$ cat src/rtl/lmse_pkg.sv
// shared types and constants for the lsb marker search extractor
`default_nettype none

package lmse_pkg;

  localparam int CFG_DATA_W  = 64;
  localparam int CFG_INDEX_W = 1;
  localparam int LEN_W       = 4;
  localparam int CHAR_W      = 8;
  localparam int SHIFT_W     = 7;
  localparam int COUNT_W     = 3;

  localparam logic [CFG_INDEX_W-1:0] CFG_MARKER_LENGTH  = 1'b0;
  localparam logic [CFG_INDEX_W-1:0] CFG_MARKER_PATTERN = 1'b1;

  localparam logic [COUNT_W-1:0] LAST_BIT = 3'd7;
  localparam logic [CHAR_W-1:0]  NUL_CHAR = 8'h00;

  typedef struct packed {
    logic [CHAR_W-1:0] channel_sample;
    logic              image_start;
    logic              image_end;
  } sample_t;

  typedef struct packed {
    logic [CHAR_W-1:0] message_byte;
    logic              byte_valid;
    logic              message_done;
    logic              marker_found;
  } result_t;

endpackage

`default_nettype wire

$ cat src/rtl/lmse_stream_if.sv
// valid/ready channel interfaces for samples and results
`default_nettype none

interface lmse_sample_if;
  logic       valid;
  logic       ready;
  logic [7:0] channel_sample;
  logic       image_start;
  logic       image_end;

  modport source (output valid, output channel_sample, output image_start,
                  output image_end, input ready);
  modport sink (input valid, input channel_sample, input image_start,
                input image_end, output ready);
endinterface

interface lmse_result_if;
  logic       valid;
  logic       ready;
  logic [7:0] message_byte;
  logic       byte_valid;
  logic       message_done;
  logic       marker_found;

  modport source (output valid, output message_byte, output byte_valid,
                  output message_done, output marker_found, input ready);
  modport sink (input valid, input message_byte, input byte_valid,
                input message_done, input marker_found, output ready);
endinterface

`default_nettype wire

$ cat src/rtl/lmse_decoder.sv
// decoding state and per-sample bit assembly, marker compare and result build
`default_nettype none

module lmse_decoder #(
  parameter int MAX_MARKER = 8
) (
  input  wire logic                                clk,
  input  wire logic                                rst,
  input  wire logic                                advance,
  input  wire lmse_pkg::sample_t                   item,
  input  wire logic [lmse_pkg::LEN_W-1:0]          marker_length,
  input  wire logic [8*MAX_MARKER-1:0]             marker_pattern,
  output lmse_pkg::result_t                        res,
  output logic                                     has_result
);

  localparam int WIN_W  = 8 * MAX_MARKER;
  localparam int FILL_W = $clog2(MAX_MARKER + 1);

  logic [lmse_pkg::SHIFT_W-1:0] bit_shift, bit_shift_next;
  logic [lmse_pkg::COUNT_W-1:0] bit_count, bit_count_next;
  logic [WIN_W-1:0]             char_window, char_window_next;
  logic [FILL_W-1:0]            window_fill, window_fill_next;
  logic                         found_flag, found_flag_next;
  logic                         stopped_flag, stopped_flag_next;

  logic [lmse_pkg::LEN_W-1:0]   eff_len;
  logic [lmse_pkg::CHAR_W-1:0]  ch;
  logic                         have_char;
  logic                         emit;
  logic                         done;
  logic [MAX_MARKER-1:0]        byte_ok;
  logic                         match;

  // clamp the configured length into 1..MAX_MARKER
  always_comb begin
    if (marker_length == '0) begin
      eff_len = lmse_pkg::LEN_W'(1);
    end else if (marker_length > lmse_pkg::LEN_W'(MAX_MARKER)) begin
      eff_len = lmse_pkg::LEN_W'(MAX_MARKER);
    end else begin
      eff_len = marker_length;
    end
  end

  always_comb begin
    bit_shift_next    = bit_shift;
    bit_count_next    = bit_count;
    char_window_next  = char_window;
    window_fill_next  = window_fill;
    found_flag_next   = found_flag;
    stopped_flag_next = stopped_flag;
    ch                = lmse_pkg::NUL_CHAR;
    have_char         = 1'b0;
    emit              = 1'b0;
    done              = 1'b0;
    byte_ok           = '0;
    match             = 1'b0;

    if (item.image_start) begin
      bit_shift_next    = '0;
      bit_count_next    = '0;
      char_window_next  = '0;
      window_fill_next  = '0;
      found_flag_next   = 1'b0;
      stopped_flag_next = 1'b0;
    end

    if (!stopped_flag_next) begin
      if (bit_count_next == lmse_pkg::LAST_BIT) begin
        ch             = {bit_shift_next, item.channel_sample[0]};
        have_char      = 1'b1;
        bit_shift_next = '0;
        bit_count_next = '0;
      end else begin
        bit_shift_next = {bit_shift_next[lmse_pkg::SHIFT_W-2:0], item.channel_sample[0]};
        bit_count_next = bit_count_next + lmse_pkg::COUNT_W'(1);
      end
    end

    if (have_char) begin
      if (!found_flag_next) begin
        char_window_next = (char_window_next << 8) | WIN_W'(ch);
        if (window_fill_next < FILL_W'(MAX_MARKER)) begin
          window_fill_next = window_fill_next + FILL_W'(1);
        end
        // bytes above the marker length always compare equal
        for (int i = 0; i < MAX_MARKER; i++) begin
          byte_ok[i] = (lmse_pkg::LEN_W'(i) >= eff_len) ||
                       (char_window_next[8*i +: 8] == marker_pattern[8*i +: 8]);
        end
        match = (&byte_ok) && (lmse_pkg::LEN_W'(window_fill_next) >= eff_len);
        if (match) begin
          found_flag_next = 1'b1;
        end
      end else begin
        emit = 1'b1;
        if (ch == lmse_pkg::NUL_CHAR) begin
          done              = 1'b1;
          stopped_flag_next = 1'b1;
        end
      end
    end

    if (item.image_end) begin
      done              = 1'b1;
      stopped_flag_next = 1'b1;
    end
  end

  always_comb begin
    has_result       = emit || done;
    res.message_byte = emit ? ch : lmse_pkg::NUL_CHAR;
    res.byte_valid   = emit;
    res.message_done = done;
    res.marker_found = found_flag_next;
  end

  always_ff @(posedge clk) begin
    if (rst) begin
      bit_shift    <= '0;
      bit_count    <= '0;
      char_window  <= '0;
      window_fill  <= '0;
      found_flag   <= 1'b0;
      stopped_flag <= 1'b0;
    end else if (advance) begin
      bit_shift    <= bit_shift_next;
      bit_count    <= bit_count_next;
      char_window  <= char_window_next;
      window_fill  <= window_fill_next;
      found_flag   <= found_flag_next;
      stopped_flag <= stopped_flag_next;
    end
  end

endmodule

`default_nettype wire

$ cat src/rtl/lsb_marker_search_extractor.sv
// LSB marker search extractor: one colour sample enters per cycle and its least
// significant bit is shifted into a character, eight bits most significant first.
// Until the configured marker (marker_length characters of marker_pattern, the
// newest character in byte 0) is seen in the sliding window, characters are only
// compared; after it, each character is returned as a message byte, a zero
// character ends the message and the image's last sample always returns a status
// result. The block takes one sample per clock cycle unless the output stalls; a
// sample is held in the input register and its result is captured in the output
// register, the two register stages. The user must write the registers only while
// no sample is in flight; the block itself does not enforce this.
`default_nettype none

module lsb_marker_search_extractor #(
  parameter int MAX_MARKER = 8
) (
  input  wire logic                                clk,
  input  wire logic                                rst,
  input  wire logic                                cfg_write,
  input  wire logic [lmse_pkg::CFG_INDEX_W-1:0]    cfg_index,
  input  wire logic [lmse_pkg::CFG_DATA_W-1:0]     cfg_data,
  lmse_sample_if.sink                              sample,
  lmse_result_if.source                            result
);

  localparam int WIN_W = 8 * MAX_MARKER;

  logic [lmse_pkg::LEN_W-1:0] marker_length;
  logic [WIN_W-1:0]           marker_pattern;

  logic               s1_valid;
  lmse_pkg::sample_t  s1_item;
  logic               s1_take;

  logic               out_valid;
  lmse_pkg::result_t  out_item;

  lmse_pkg::result_t  dec_res;
  logic               dec_has_result;

  always_ff @(posedge clk) begin
    if (rst) begin
      marker_length  <= lmse_pkg::LEN_W'(1);
      marker_pattern <= '0;
    end else if (cfg_write) begin
      case (cfg_index)
        lmse_pkg::CFG_MARKER_LENGTH: begin
          marker_length <= cfg_data[lmse_pkg::LEN_W-1:0];
        end
        lmse_pkg::CFG_MARKER_PATTERN: begin
          marker_pattern <= cfg_data[WIN_W-1:0];
        end
        default: begin
        end
      endcase
    end
  end

  // the input stage drains whenever the output register is free or being read
  assign s1_take      = s1_valid && (!out_valid || result.ready);
  assign sample.ready = !s1_valid || s1_take;

  always_ff @(posedge clk) begin
    if (rst) begin
      s1_valid <= 1'b0;
    end else if (sample.ready) begin
      s1_valid <= sample.valid;
    end
  end

  always_ff @(posedge clk) begin
    if (sample.valid && sample.ready) begin
      s1_item.channel_sample <= sample.channel_sample;
      s1_item.image_start    <= sample.image_start;
      s1_item.image_end      <= sample.image_end;
    end
  end

  lmse_decoder #(
    .MAX_MARKER (MAX_MARKER)
  ) u_decoder (
    .clk            (clk),
    .rst            (rst),
    .advance        (s1_take),
    .item           (s1_item),
    .marker_length  (marker_length),
    .marker_pattern (marker_pattern),
    .res            (dec_res),
    .has_result     (dec_has_result)
  );

  always_ff @(posedge clk) begin
    if (rst) begin
      out_valid <= 1'b0;
    end else if (s1_take) begin
      out_valid <= dec_has_result;
    end else if (result.ready) begin
      out_valid <= 1'b0;
    end
  end

  always_ff @(posedge clk) begin
    if (s1_take) begin
      out_item <= dec_res;
    end
  end

  assign result.valid        = out_valid;
  assign result.message_byte = out_item.message_byte;
  assign result.byte_valid   = out_item.byte_valid;
  assign result.message_done = out_item.message_done;
  assign result.marker_found = out_item.marker_found;

endmodule

`default_nettype wire

$ cat src/flat_wrapper.sv
// flat-port wrapper written by rule: the top's interface ports become plain ports
module lsb_marker_search_extractor_flat 
#(
  parameter int MAX_MARKER = 8
)
  (clk, rst, cfg_write, cfg_index, cfg_data, sample_valid, sample_channel_sample, sample_image_start, sample_image_end, sample_ready, result_valid, result_message_byte, result_byte_valid, result_message_done, result_marker_found, result_ready);
  lmse_sample_if sample_i ();
  lmse_result_if result_i ();
  input  wire logic clk;
  input  wire logic rst;
  input  wire logic cfg_write;
  input  wire logic [lmse_pkg::CFG_INDEX_W-1:0] cfg_index;
  input  wire logic [lmse_pkg::CFG_DATA_W-1:0] cfg_data;
  input wire logic [$bits(sample_i.valid)-1:0] sample_valid;
  input wire logic [$bits(sample_i.channel_sample)-1:0] sample_channel_sample;
  input wire logic [$bits(sample_i.image_start)-1:0] sample_image_start;
  input wire logic [$bits(sample_i.image_end)-1:0] sample_image_end;
  output wire logic [$bits(sample_i.ready)-1:0] sample_ready;
  output wire logic [$bits(result_i.valid)-1:0] result_valid;
  output wire logic [$bits(result_i.message_byte)-1:0] result_message_byte;
  output wire logic [$bits(result_i.byte_valid)-1:0] result_byte_valid;
  output wire logic [$bits(result_i.message_done)-1:0] result_message_done;
  output wire logic [$bits(result_i.marker_found)-1:0] result_marker_found;
  input wire logic [$bits(result_i.ready)-1:0] result_ready;
  assign sample_i.valid = sample_valid;
  assign sample_i.channel_sample = sample_channel_sample;
  assign sample_i.image_start = sample_image_start;
  assign sample_i.image_end = sample_image_end;
  assign sample_ready = sample_i.ready;
  assign result_valid = result_i.valid;
  assign result_message_byte = result_i.message_byte;
  assign result_byte_valid = result_i.byte_valid;
  assign result_message_done = result_i.message_done;
  assign result_marker_found = result_i.marker_found;
  assign result_i.ready = result_ready;
  lsb_marker_search_extractor #(.MAX_MARKER(MAX_MARKER)) u_core (.clk(clk), .rst(rst), .cfg_write(cfg_write), .cfg_index(cfg_index), .cfg_data(cfg_data), .sample(sample_i), .result(result_i));
endmodule
$ cat config.mk
export PLATFORM = sky130hd
export DESIGN_NAME = lsb_marker_search_extractor_flat
export DESIGN_NICKNAME = d
export VERILOG_FILES = /design/src/rtl/lmse_pkg.sv /design/src/rtl/lmse_stream_if.sv /design/src/rtl/lmse_decoder.sv /design/src/rtl/lsb_marker_search_extractor.sv /design/src/flat_wrapper.sv
export SDC_FILE = /design/constraint.sdc
export NUM_CORES = 1
export LEC_CHECK = 0
export ABC_AREA = 1
export BUFFER_PORTS_ARGS = -buffer_cell sky130_fd_sc_hd__buf_2
export CAP_MARGIN = 10
export CORE_ASPECT_RATIO = 0.7
export CORE_MARGIN = 4
export CORE_UTILIZATION = 40
export CTS_CLUSTER_SIZE = 12
export DETAILED_ROUTE_END_ITERATION = 16
export GPL_TIMING_DRIVEN = 0
export PLACE_DENSITY_LB_ADDON = 0.25
export SETUP_SLACK_MARGIN = 0.15
export SYNTH_ARGS = -nofsm -noshare
export SYNTH_HDL_FRONTEND = slang
export SYNTH_HIERARCHICAL = 1
export SYNTH_SLANG_ARGS = --single-unit
$ cat constraint.sdc
create_clock -name clk -period 3.9 [get_ports clk]
set_input_delay 0 -clock clk [delete_from_list [all_inputs] [get_ports clk]]
set_output_delay 0 -clock clk [all_outputs]
set_load 0.02 [all_outputs]
Word-level counts from Yosys, hierarchy flattened

Cells that the tools add are included.

ROM bits: 0
Output and inout bits: 13
Flip-flop bits (word level): 164
Memories: 0
Word-level logic and storage cells: 101
Latch bits: 0
RAM bits: 0

Multiply operators: 0
Order comparisons: 11
Shift-type cells: 0
Equal/unequal tests: 9
Reduce and logical (&&, ||, !) cells: 22
Add/sub/neg operators: 2
Div/mod/pow operators: 0
Bitwise logic cells: 2
Multiplexer cells: 38

Operator list:

| kind                                                                  | number |
|---|---|
| 64-bit two-way mux                                                    | 3 |
| 8-bit == test                                                         | 8 |
| 64-bit by 8-bit OR with 64-bit output                                 | 1 |
| 4-bit two-way mux                                                     | 8 |
| 7-bit two-way mux                                                     | 3 |
| 1-bit two-way mux                                                     | 19 |
| 3-bit by 4-bit >= comparator with 1-bit output (first input constant) | 4 |
| 8-bit two-way mux                                                     | 2 |
| 1-bit logical OR                                                      | 11 |
| 3-bit two-way mux                                                     | 3 |
| 1-bit by 4-bit >= comparator with 1-bit output (first input constant) | 2 |
| 2-bit by 4-bit >= comparator with 1-bit output (first input constant) | 2 |
| 8-bit logical NOT                                                     | 1 |
| 8-bit AND reduction                                                   | 1 |
| 4-bit by 1-bit adder with 4-bit output (second input constant)        | 1 |
| 4-bit >= comparator                                                   | 1 |
| 4-bit greater-than comparator (second input constant)                 | 1 |
| 4-bit logical NOT                                                     | 1 |
| 4-bit less-than comparator (second input constant)                    | 1 |
| 2-bit AND reduction                                                   | 2 |
| 3-bit by 1-bit adder with 3-bit output (second input constant)        | 1 |
| 3-bit == test (second input constant)                                 | 1 |
| 1-bit logical AND                                                     | 3 |
| 1-bit logical NOT                                                     | 2 |
| other kinds (2)                                                       | 2 |

Longest topological paths before layout

Gate-level depths: netlist of the first run.

Depth after elaboration: 12
Depth in mapped cells: 17

Modules after synthesis

The synthesis of the first run kept the hierarchy.

By module, submodules not included:

| module                      | times used | sequential area each (µm²) | cells an instance | area an instance (µm²) |
|---|---|---|---|---|
| lmse_decoder                | 1          | 1441.4                     | 901               | 5255.0 |
| lsb_marker_search_extractor | 1          | 2031.9                     | 345               | 3535.9 |

Least setup slack after synthesis of the first run

No wires, ideal clock.

Path kind: reg2reg
Start point: register u_core.out_valid (netlist: u_core/result.valid)
End point: register u_core/u_decoder/bit_shift[4] (netlist name)
Arrival time: 2.420 ns
Period minus slack after synthesis: 2.548 ns
Data required time: 3.772 ns
Stages on the path, launching flop included: 9
Setup time: 0.128 ns
Slack: 1.352 ns
Cells stage by stage: dfxtp_1 a21boi_0 clkbuf_1 inv_2 nor2_1 inv_1 clkbuf_1 a22oi_1 nor2_1

Word-level cells in the longest chain between the ends: 3

RTL lines:

| what                   | line                              | RTL |
|---|---|---|
| start, declared        | lsb_marker_search_extractor.sv:34 | `logic out_valid;` |
| start signal, assigned | lsb_marker_search_extractor.sv:95 | `out_valid <= dec_has_result;` |
| 1-bit logical NOT      | lsb_marker_search_extractor.sv:59 | `assign s1_take = s1_valid && (!out_valid \|\| result.ready);` |
| 1-bit logical OR       | lsb_marker_search_extractor.sv:59 |  |
| 1-bit logical AND      | lsb_marker_search_extractor.sv:59 |  |
| net u_core.s1_take     | lsb_marker_search_extractor.sv:32 | `logic s1_take;` |
| end signal, assigned   | lmse_decoder.sv:128               | `bit_shift <= bit_shift_next;` |
| end, declared          | lmse_decoder.sv:20                | `logic [lmse_pkg::SHIFT_W-1:0] bit_shift, bit_shift_next;` |

The timed path passes the listed nets, and every way through them passes these cells.
A chain may end at the register's enable or synchronous reset.

Worst setup path after layout of the first run

Start point: register u_core/s1_item[1] (netlist name)
End point: register u_core.u_decoder.char_window[52]

Word-level cells in the longest chain between the ends: 5
Elaborated cells between the ends (all ways): 10

RTL lines:

| what                 | line                              | RTL |
|---|---|---|
| start, declared      | lsb_marker_search_extractor.sv:31 | `lmse_pkg::sample_t s1_item;` |
| 3-bit two-way mux    | lmse_decoder.sv:60                | `if (item.image_start) begin` |
| 3-bit == test        | lmse_decoder.sv:70                | `if (bit_count_next == lmse_pkg::LAST_BIT) begin` |
| 1-bit two-way mux    | lmse_decoder.sv:70                |  |
| 1-bit two-way mux    | lmse_decoder.sv:69                | `if (!stopped_flag_next) begin` |
| 64-bit two-way mux * | lmse_decoder.sv:81                | `if (have_char) begin` |
| end signal, assigned | lmse_decoder.sv:130               | `char_window <= char_window_next;` |
| end, declared        | lmse_decoder.sv:22                | `logic [WIN_W-1:0] char_window, char_window_next;` |

Mark *: on every way between the ends. The rest lies on a longest branch, timed or not.

==> impl_metrics.py, run 1 <==
metrics = {
    "floorplanning": {
        "ios": 93,
        "core_area_um2": 20900,
        "die_h_um": 131,
        "initial_core_util": 0.410,
        "die_w_um": 183,
        "dieArea_um2": 23900,
        "rows": 44,
    },
    "logic_synthesis": {
        "syn_area_per_cell_um2": 6.93,
        "yosys_warnings": 6,
        "netlist_area_um2": 8580,
        "syn_nets": 1326,
        "synth_cells": 1239,
    },
    "timing": {
        "period_share": 0.743,
        "worst_slack_ns": 1.00,
        "whs_ns": 0.0470,
        "layout_min_cycle_time_ns": 2.90,
        "setup_violations": 0,
        "hold_violations": 0,
        "slew_headroom": 0.559,
        "fmax_ghz": 0.345,
        "worst_pin_slew_ns": 0.662,
        "rsz0062_at_grt": "false",
        "finClkSkew_ns": 0.00528,
        "fin_tns_setup_ns": 0,
        "maxSlewViolCount": 0,
    },
    "route": {
        "detail_route.wl_per_cell_um": 15.3,
        "via_per_inst": 5.08,
        "drc": 0,
        "vias": 8643,
        "drt-pass1-iter-count": 5,
        "ant_nets": 0,
        "drt_iter0_drc": 804,
        "wl_mm": 26.0,
    },
    "cells_and_area": {
        "stdcell_count": 1701,
        "final_nets": 1499,
        "layout-area-overhead-vs-synth_pct": 23.6,
        "drive_gt1_frac": 0.165,
        "diodes": 0,
    },
    "worst_setup_path": {
        "critPathKind": "flop to flop",
        "cp-end-kind": "flop",
        "cp.arrival_ns": 3.22,
        "required_ns": 4.23,
        "start_kind": "flop",
        "cp_max_fo": 10,
    },
    "power_and_ir_drop": {
        "irDropWorstVdd_uv": 309,
        "power_uw": 3940,
        "leakage_uw": 0.00489,
        "powerDensity_nw_per_um2": 371,
    },
    "global_routing": {
        "grt_overflow": 0,
        "grt_max_degree": 17,
        "first_global_vias": 7829,
        "grtUsageTotal": 0.219,
        "grt_pass1_wl_mm": 41.4,
        "antenna_found_initial": 0,
    },
    "clock_network": {
        "clk_latency_ns": 0.43,
        "cts_tree": "yes",
        "clock_path_buffers": 2,
        "numCtsBuffers": 17,
        "clock-root-buffer": "clkbuf_16",
        "postCtsSetupBuffers": 0,
        "clkSinkCount": 156,
        "cts_htree_levels": 4,
        "path_clk_slew_ns": 0.06,
        "cts-resized-gates": 0,
    },
    "placement": {
        "pre_cts_ws_ns": 1.05,
        "place_congestion": 0.892,
        "portBuffers": 83,
        "dpl.hpwl_mm": 18.9,
        "dp.cells": 1599,
    },
    "run_status": {
        "status": "finished, final reports clean",
    },
    "run": {
        "cap_viol_max_count": 0,
    },
    "min_path": {
        "hold_class": "input pin to flop",
    },
}
==> layout make-up <==
type | count | area (um^2)
buffer | 77 | 472
clock buffer | 21 | 460
clock inverter | 11 | 96.3
fill | 2069 | 10300
inverter | 184 | 691
multi-input combinational | 822 | 4160
sequential | 156 | 3260
tap | 276 | 345
timing repair buffer | 154 | 1120
==> critical path: stages, from the launching register on <==
cell and delay (ns):
edfxtp_1 0.37, buf_6 0.16, buf_2 0.20, nor2_1 0.19, ha_1 0.18, ha_1 0.23
nand2_1 0.17, nor2_1 0.24, buf_2 0.29, buf_2 0.29, a21oi_1 0.12, o21ai_0 0.10
o21ai_0 0.11, nand2_1 0.08, inv_1 0.05
==> placed cells by master (no fill, tap or decap), drive strengths merged <==
| cell | count |
|---|---|
| o21bai | 7 |
| inv | 184 |
| a21oi | 109 |
| clkinv | 5 |
| o221ai | 4 |
| a22oi | 5 |
| or2 | 3 |
| dlygate4sd3 | 70 |
| nand4 | 4 |
| o21ai | 65 |
| a21boi | 1 |
| nand3b | 6 |
| bufinv | 1 |
| dfxtp | 142 |
| xnor2 | 3 |
| buf | 138 |
| o211ai | 51 |
| nand2 | 343 |
| xor2 | 3 |
| a221oi | 1 |
| o22ai | 6 |
| o21a | 1 |
| edfxtp | 14 |
| clkinvlp | 5 |
| clkbuf | 44 |
| nand3 | 99 |
| ha | 7 |
| a211oi | 4 |
| nor2 | 94 |
| a31oi | 5 |
| a311oi | 1 |
==> routing by layer <==
layer	up-vias	global-route usage	part of all wire	wire, um
met2	349	0.315	0.40	10400
met4	0	0.0613	0.015	378
met5	-	0	0	0
met3	35	0.0385	0.083	2150
li1	4339	-	-	-
met1	3920	0.335	0.50	13000
==> registers in the layout, indices dropped and copies added (netlist names), 3 cells and up <==
signal,count
u_core/u_decoder/char_window,56
u_core/u_decoder/window_fill,4
u_core/u_decoder/bit_shift,7
u_core/result.message_byte,8
u_core/u_decoder/bit_count,3
u_core/marker_pattern,64
u_core/marker_length,4
u_core/s1_item,3
==> worst paths after layout <==
kind | start | to | slack, ns | cells after the start
hold reg to reg | u_core/u_decoder/bit_count[1]$_SDFFE_PP0P_ | u_core/u_decoder/bit_count[1]$_SDFFE_PP0P_ | 0.47 | 2
setup reg to reg | u_core/s1_item[1]$_DFFE_PP_ | u_core/u_decoder/char_window[52]$_SDFFE_PP0P_ | 1.00 | 14
setup / recovery | u_core/s1_item[1]$_DFFE_PP_ | u_core/u_decoder/char_window[52]$_SDFFE_PP0P_ | 1.00 | 14
hold / removal | rst | u_core/u_decoder/char_window[53]$_SDFFE_PP0P_ | 0.05 | 4
==> metrics by stage <==
stage	util	area, um^2
4_1_cts	0.507	10600
2_1_floorplan	-	8580
5_1_grt	0.507	10600
3_5_place_dp	0.447	9350
6_report	0.507	10600
3_3_place_gp	0.447	9340
==> where the power goes <==
| group | leakage, uW | total, uW | internal (uW) | switching (uW) |
|---|---|---|---|---|
| Clock | 0.000261 | 1580 | 907 | 677 |
| Combinational | 0.00334 | 596 | 244 | 352 |
| Sequential | 0.00130 | 1760 | 1690 | 63.2 |
==> timing repair <==
action	CTS	global route
setup endpoints to repair	0	0
endpoints found under the hold margin	76	0
hold buffers	70	0
Power figures use the tool's default switching activity.
==> run 2, diff against run 1 <==
==> constraint.sdc (replaced) <==
create_clock -name clk -period 2.35 [get_ports clk]
set_input_delay 0 -clock clk [delete_from_list [all_inputs] [get_ports clk]]
set_output_delay 0 -clock clk [all_outputs]
set_load 0.02 [all_outputs]
==> run 2 against run 1 <==
Die area unchanged. Clock skew grew 0.0064 ns. Non-clock buffer count rose by 23. Via count rose by 1.2%. Clock power is 89% higher. Global-route usage rose by 0.60 points. Sequential cell count is the same. Core utilization up 4.7 points. Cell count grew 1.4%. Routed wire length increased by 5.7%. Total power is 78% higher. Largest power group is now clock. Highest routed layer unchanged.
==> impl_metrics.py, run 2 (synthesized netlist as in run 1, its figures left out) <==
metrics = {
    "worst_setup_path": {
        "required_ns": 2.72,
        "cp_max_fo": 8,
        "timing.rr.start": "u_core/s1_item[1]$_DFFE_PP_",
        "critPathKind": "flop to flop",
        "r2r-end": "u_core/u_decoder/char_window[45]$_SDFFE_PP0P_",
        "cp.arrival_ns": 2.68,
        "reg2reg_depth": 14,
        "start_kind": "flop",
        "r2r_slack_ns": 0.04,
        "cp-end-kind": "flop",
    },
    "timing": {
        "worst_slack_ns": 0.0430,
        "period_share": 0.982,
        "finClkSkew_ns": 0.0117,
        "worst_pin_slew_ns": 0.937,
        "setup_violations": 0,
        "maxSlewViolCount": 0,
        "hold_violations": 0,
        "fmax_ghz": 0.433,
        "rsz0062_at_grt": "true",
        "slew_headroom": 0.375,
        "fin_tns_setup_ns": 0,
        "layout_min_cycle_time_ns": 2.31,
    },
    "run": {
        "cap_viol_max_count": 0,
    },
    "clock_network": {
        "clk_latency_ns": 0.44,
        "cts_tree": "yes",
        "numCtsBuffers": 17,
        "path_clk_slew_ns": 0.07,
        "clkSinkCount": 156,
        "clock_path_buffers": 2,
        "clock-root-buffer": "clkbuf_16",
        "cts_htree_levels": 4,
    },
    "cells_and_area": {
        "stdcell_count": 1724,
        "final_nets": 1522,
        "drive_gt1_frac": 0.229,
        "largest_reg_flops": 64,
        "fin_util": 0.554,
        "diodes": 0,
        "mostFrequentLayoutCells": "329 x nand2_1, 176 x inv_1, 142 x dfxtp_1, 96 x buf_2, 77 x nor2_1",
        "final_common_cell": "nand2_1",
        "layout-area-overhead-vs-synth_pct": 35.1,
        "regMostFlops": "u_core/marker_pattern",
    },
    "power_and_ir_drop": {
        "irDropWorstVdd_uv": 500,
        "leakage_uw": 0.00518,
        "powerDensity_nw_per_um2": 604,
    },
    "global_routing": {
        "grt-busiest-layer": "met1",
        "grtUsageTotal": 0.225,
        "use_met2": 0.327,
        "first_global_vias": 7992,
        "met3_usage": 0.0642,
        "grt_pass1_wl_mm": 42.1,
        "grt_util_met1": 0.329,
        "grt_max_degree": 17,
        "antenna_found_initial": 0,
        "grt_overflow": 0,
    },
    "route": {
        "vias": 8751,
        "drt_iter0_drc": 758,
        "ant_nets": 0,
        "via_per_inst": 5.08,
        "drc": 0,
        "drt-pass1-iter-count": 7,
        "wl_mm": 27.5,
        "detail_route.wl_per_cell_um": 16.0,
    },
    "floorplanning": {
        "initial_core_util": 0.410,
        "die_w_um": 183,
        "ios": 93,
        "core_area_um2": 20900,
        "rows": 44,
        "die_h_um": 131,
        "dieArea_um2": 23900,
    },
    "placement": {
        "pre_cts_ws_ns": -0.358,
        "dpl.hpwl_mm": 19.1,
        "dp.cells": 1598,
        "portBuffers": 83,
        "place_congestion": 0.890,
    },
    "min_path": {
        "hold_class": "input pin to flop",
        "holdPathStages": 3,
        "min_to": "u_core/marker_pattern[5]$_SDFFE_PP0P_",
        "hp-start": "cfg_data[5]",
    },
    "run_status": {
        "status": "finished, final reports clean",
    },
}
[run 2: final cells by class]
cell class	instances	area, um^2
Multi-Input combinational cell	822	4630
Timing Repair Buffer	178	1420
Buffer	76	592
Inverter	184	706
Fill cell	1971	9330
Tap cell	276	345
Clock buffer	20	447
Clock inverter	12	188
Sequential cell	156	3260
[run 2: repair_timing]
action / in CTS / in global routing
buffers inserted: 11 / 9
cloned: 2 / 4
endpoints found under the hold margin: 75 / 0
hold buffers: 69 / 0
resized for setup: 69 / 132
endpoints found under the setup margin: 75 / 62
pin swaps: 14 / 24
[run 2: per-stage QoR]
step | hold slack (ns) | instance area, um^2 | power (uW)
6_report | 0.0413 | 11600 | 7010
5_1_grt | 0.0753 | 11600 | 7300
4_1_cts | 0.00969 | 11100 | 6980
3_5_place_dp | 0.184 | 9380 | 3860
3_3_place_gp | 0.177 | 9380 | 3850
2_1_floorplan | 0.0989 | 8620 | 3560
[run 2: critical path, stage by stage, from the launching register on]
cell and delay [ns]:
edfxtp_1 0.39, buf_6 0.15, buf_12 0.14, nor2_4 0.11, ha_4 0.15, ha_4 0.18, nand2_8 0.10, nor2_4 0.15
buf_6 0.16, buf_6 0.12, buf_8 0.13, a31oi_1 0.14, o21ai_1 0.13, o211ai_1 0.10, inv_1 0.08
[run 2: worst max-delay path by stage]
stage | start | endpoint | slack [ns] | cells past startpoint
global route | u_core/s1_item[1]$_DFFE_PP_ | u_core/result.marker_found$_DFFE_PP_ | -0.06 | 15
detailed placement | u_core/s1_item[1]$_DFFE_PP_ | u_core/result.marker_found$_DFFE_PP_ | -0.36 | 15
global placement | u_core/s1_item[1]$_DFFE_PP_ | u_core/result.marker_found$_DFFE_PP_ | -0.36 | 14
finish | u_core/s1_item[1]$_DFFE_PP_ | u_core/u_decoder/char_window[45]$_SDFFE_PP0P_ | 0.04 | 14
floorplan | u_core/s1_item[1]$_DFFE_PP_ | u_core/result.marker_found$_DFFE_PP_ | 0.16 | 15
CTS | u_core/s1_item[1]$_DFFE_PP_ | u_core/result.marker_found$_DFFE_PP_ | 0.06 | 14
[run 2: power by group]
group / internal [uW] / total, uW / switching (uW) / leakage [uW]
clock: 1820 / 2990 / 1170 / 0.000301
sequential: 2810 / 2920 / 109 / 0.00130
combinational: 454 / 1090 / 639 / 0.00358
total: 5090 / 7010 / 1920 / 0.00518
[run 2: per-layer routing]
metal / share of wire / wire length, um / vias to the layer above
li1: - / - / 4390
met1: 0.49 / 13400 / 3969
met2: 0.41 / 11200 / 352
met3: 0.093 / 2560 / 40
met4: 0.013 / 370 / 0
met5: 0 / 0 / -
==> run 3, diff against run 2 <==
--- a/config.mk
+++ b/config.mk
@@ -14,9 +14,12 @@
 export CTS_CLUSTER_SIZE = 12
 export DETAILED_ROUTE_END_ITERATION = 16
 export GPL_TIMING_DRIVEN = 0
+export HOLD_SLACK_MARGIN = 0.12
 export PLACE_DENSITY_LB_ADDON = 0.25
+export RECOVER_POWER = 25
 export SETUP_SLACK_MARGIN = 0.15
 export SYNTH_ARGS = -nofsm -noshare
 export SYNTH_HDL_FRONTEND = slang
 export SYNTH_HIERARCHICAL = 1
 export SYNTH_SLANG_ARGS = --single-unit
+export TNS_END_PERCENT = 100
==> run 3 against run 2 <==
Core utilization increased by 0.77 points. Register-to-register slack about the same. Sequential power about the same. Clock skew increased by 0.00061 ns. Non-clock buffer count increased by 18. Critical path depth unchanged. Clock power about the same. Design area increased by 1.4%. Die area unchanged. Cell count increased by 1.0%. Total power increased by 0.26%. First-iteration DRC count increased by 5.5%. Critical path type unchanged.
==> impl_metrics.py, run 3 (synthesized netlist as in run 1, its figures left out) <==
metrics = {
    "run_status": {
        "status": "finished, final reports clean",
    },
    "global_routing": {
        "first_global_vias": 8182,
        "grtUsageTotal": 0.229,
        "antenna_found_initial": 0,
        "grt_pass1_wl_mm": 42.9,
        "grt_overflow": 0,
        "grt_max_degree": 17,
    },
    "worst_setup_path": {
        "cp_slowest_cell": "edfxtp_1",
        "critPathKind": "flop to flop",
        "cp_cell_sequence": "buf_6, buf_12, nor2_4, ha_4, ha_4, nand2_8, nor2_4, buf_6, buf_6, buf_8, a31oi_1, o21ai_1, o211ai_1, inv_1",
        "cp.arrival_ns": 2.67,
        "start_kind": "flop",
        "max_stage_delay_ns": 0.39,
        "required_ns": 2.72,
        "cp-end-kind": "flop",
        "cp_max_fo": 8,
        "crit_top_cell": "buf_6",
    },
    "timing": {
        "layout_min_cycle_time_ns": 2.30,
        "maxSlewViolCount": 0,
        "period_share": 0.978,
        "worst_pin_slew_ns": 0.938,
        "setup_violations": 0,
        "hold_violations": 0,
        "worst_slack_ns": 0.0521,
        "fin_tns_setup_ns": 0,
        "fmax_ghz": 0.435,
        "slew_headroom": 0.374,
        "rsz0062_at_grt": "true",
        "finClkSkew_ns": 0.0123,
    },
    "floorplanning": {
        "core_area_um2": 20900,
        "die_w_um": 183,
        "initial_core_util": 0.410,
        "rows": 44,
        "ios": 93,
        "dieArea_um2": 23900,
        "die_h_um": 131,
    },
    "cells_and_area": {
        "diodes": 0,
        "final_nets": 1540,
        "mostFrequentLayoutCells": "329 x nand2_1, 176 x inv_1, 142 x dfxtp_1, 87 x dlygate4sd3_1, 83 x buf_2",
        "regMostFlops": "u_core/marker_pattern",
        "final_common_cell": "nand2_1",
        "layout-area-overhead-vs-synth_pct": 37.0,
        "fin_area_um2": 11800,
        "largest_reg_flops": 64,
        "drive_gt1_frac": 0.217,
        "stdcell_count": 1742,
        "fill_cells": 1955,
    },
    "placement": {
        "pre_cts_ws_ns": -0.358,
        "dp.cells": 1598,
        "place_area_um2": 9380,
        "dpl.hpwl_mm": 19.1,
        "portBuffers": 83,
        "place_congestion": 0.890,
    },
    "clock_network": {
        "clock-root-buffer": "clkbuf_16",
        "path_clk_slew_ns": 0.07,
        "numCtsBuffers": 17,
        "clk_latency_ns": 0.44,
        "clkSinkCount": 156,
        "cts_htree_levels": 4,
        "cts_tree": "yes",
        "clock_path_buffers": 2,
    },
    "power_and_ir_drop": {
        "leakage_uw": 0.00518,
        "powerDensity_nw_per_um2": 598,
        "irDropWorstVdd_uv": 503,
        "power_uw": 7030,
    },
    "route": {
        "wl_mm": 28.0,
        "ant_nets": 0,
        "via_per_inst": 5.09,
        "vias": 8863,
        "drc": 0,
        "detail_route.wl_per_cell_um": 16.1,
        "drt_iter0_drc": 800,
        "drt-pass1-iter-count": 5,
    },
    "min_path": {
        "hold_class": "input pin to flop",
    },
    "run": {
        "cap_viol_max_count": 0,
    },
}
[run 3: worst paths after layout]
kind	startpoint	endpoint	slack (ns)	depth (start not counted)
min reg2reg	u_core/marker_pattern[1]$_SDFFE_PP0P_	u_core/marker_pattern[1]$_SDFFE_PP0P_	0.46	2
max	u_core/s1_item[1]$_DFFE_PP_	u_core/u_decoder/char_window[45]$_SDFFE_PP0P_	0.05	14
max reg2reg	u_core/s1_item[1]$_DFFE_PP_	u_core/u_decoder/char_window[45]$_SDFFE_PP0P_	0.05	14
min	cfg_write	u_core/marker_pattern[42]$_SDFFE_PP0P_	0.14	4
[run 3: cell type report]
cell class | count | area (um^2) | share of cell area
inverter | 184 | 706 | 0.0600
timing repair buffer | 196 | 1580 | 0.135
multi-input combinational | 822 | 4630 | 0.394
sequential | 156 | 3260 | 0.278
tap | 276 | 345 | 0.0294
buffer | 76 | 587 | 0.0499
clock buffer | 20 | 447 | 0.0380
clock inverter | 12 | 188 | 0.0160
[run 3: repair_timing]
item                                   in CTS  in global routing
setup endpoints to repair                  75                 62
pin swaps                                  14                 24
endpoints found under the hold margin      79                  0
buffers inserted                           11                  9
resized for setup                          69                132
hold buffers                               87                  0
gates cloned                                2                  4
[run 3: layer usage]
layer	vias to the layer above	part of all wire	track usage
li1	4413	-	-
met5	-	0	0
met1	4085	0.48	0.331
met4	0	0.013	0.0574
met2	336	0.41	0.340
met3	29	0.092	0.0642
[run 3: critical path: cells and delay by family, from the launching register on]
family,cells,cell delay (ns)
adder cells (fa/ha/maj),2,0.33
AND/OR/NAND/NOR,3,0.36
AO/OA/AOI/OAI,3,0.36
buffers and inverters,6,0.78
flip-flops,1,0.39
[run 3: power breakdown]
group	total [uW]	switching [uW]	internal (uW)
combinational	1110	645	466
clock	2990	1170	1820
sequential	2920	109	2810
[run 3: through the flow]
step | hold slack, ns | utilization
after global placement | 0.177 | 0.448
after CTS | 0.121 | 0.538
after detailed placement | 0.184 | 0.448
after floorplan | 0.0989 | -
final | 0.136 | 0.562
after global routing | 0.136 | 0.562
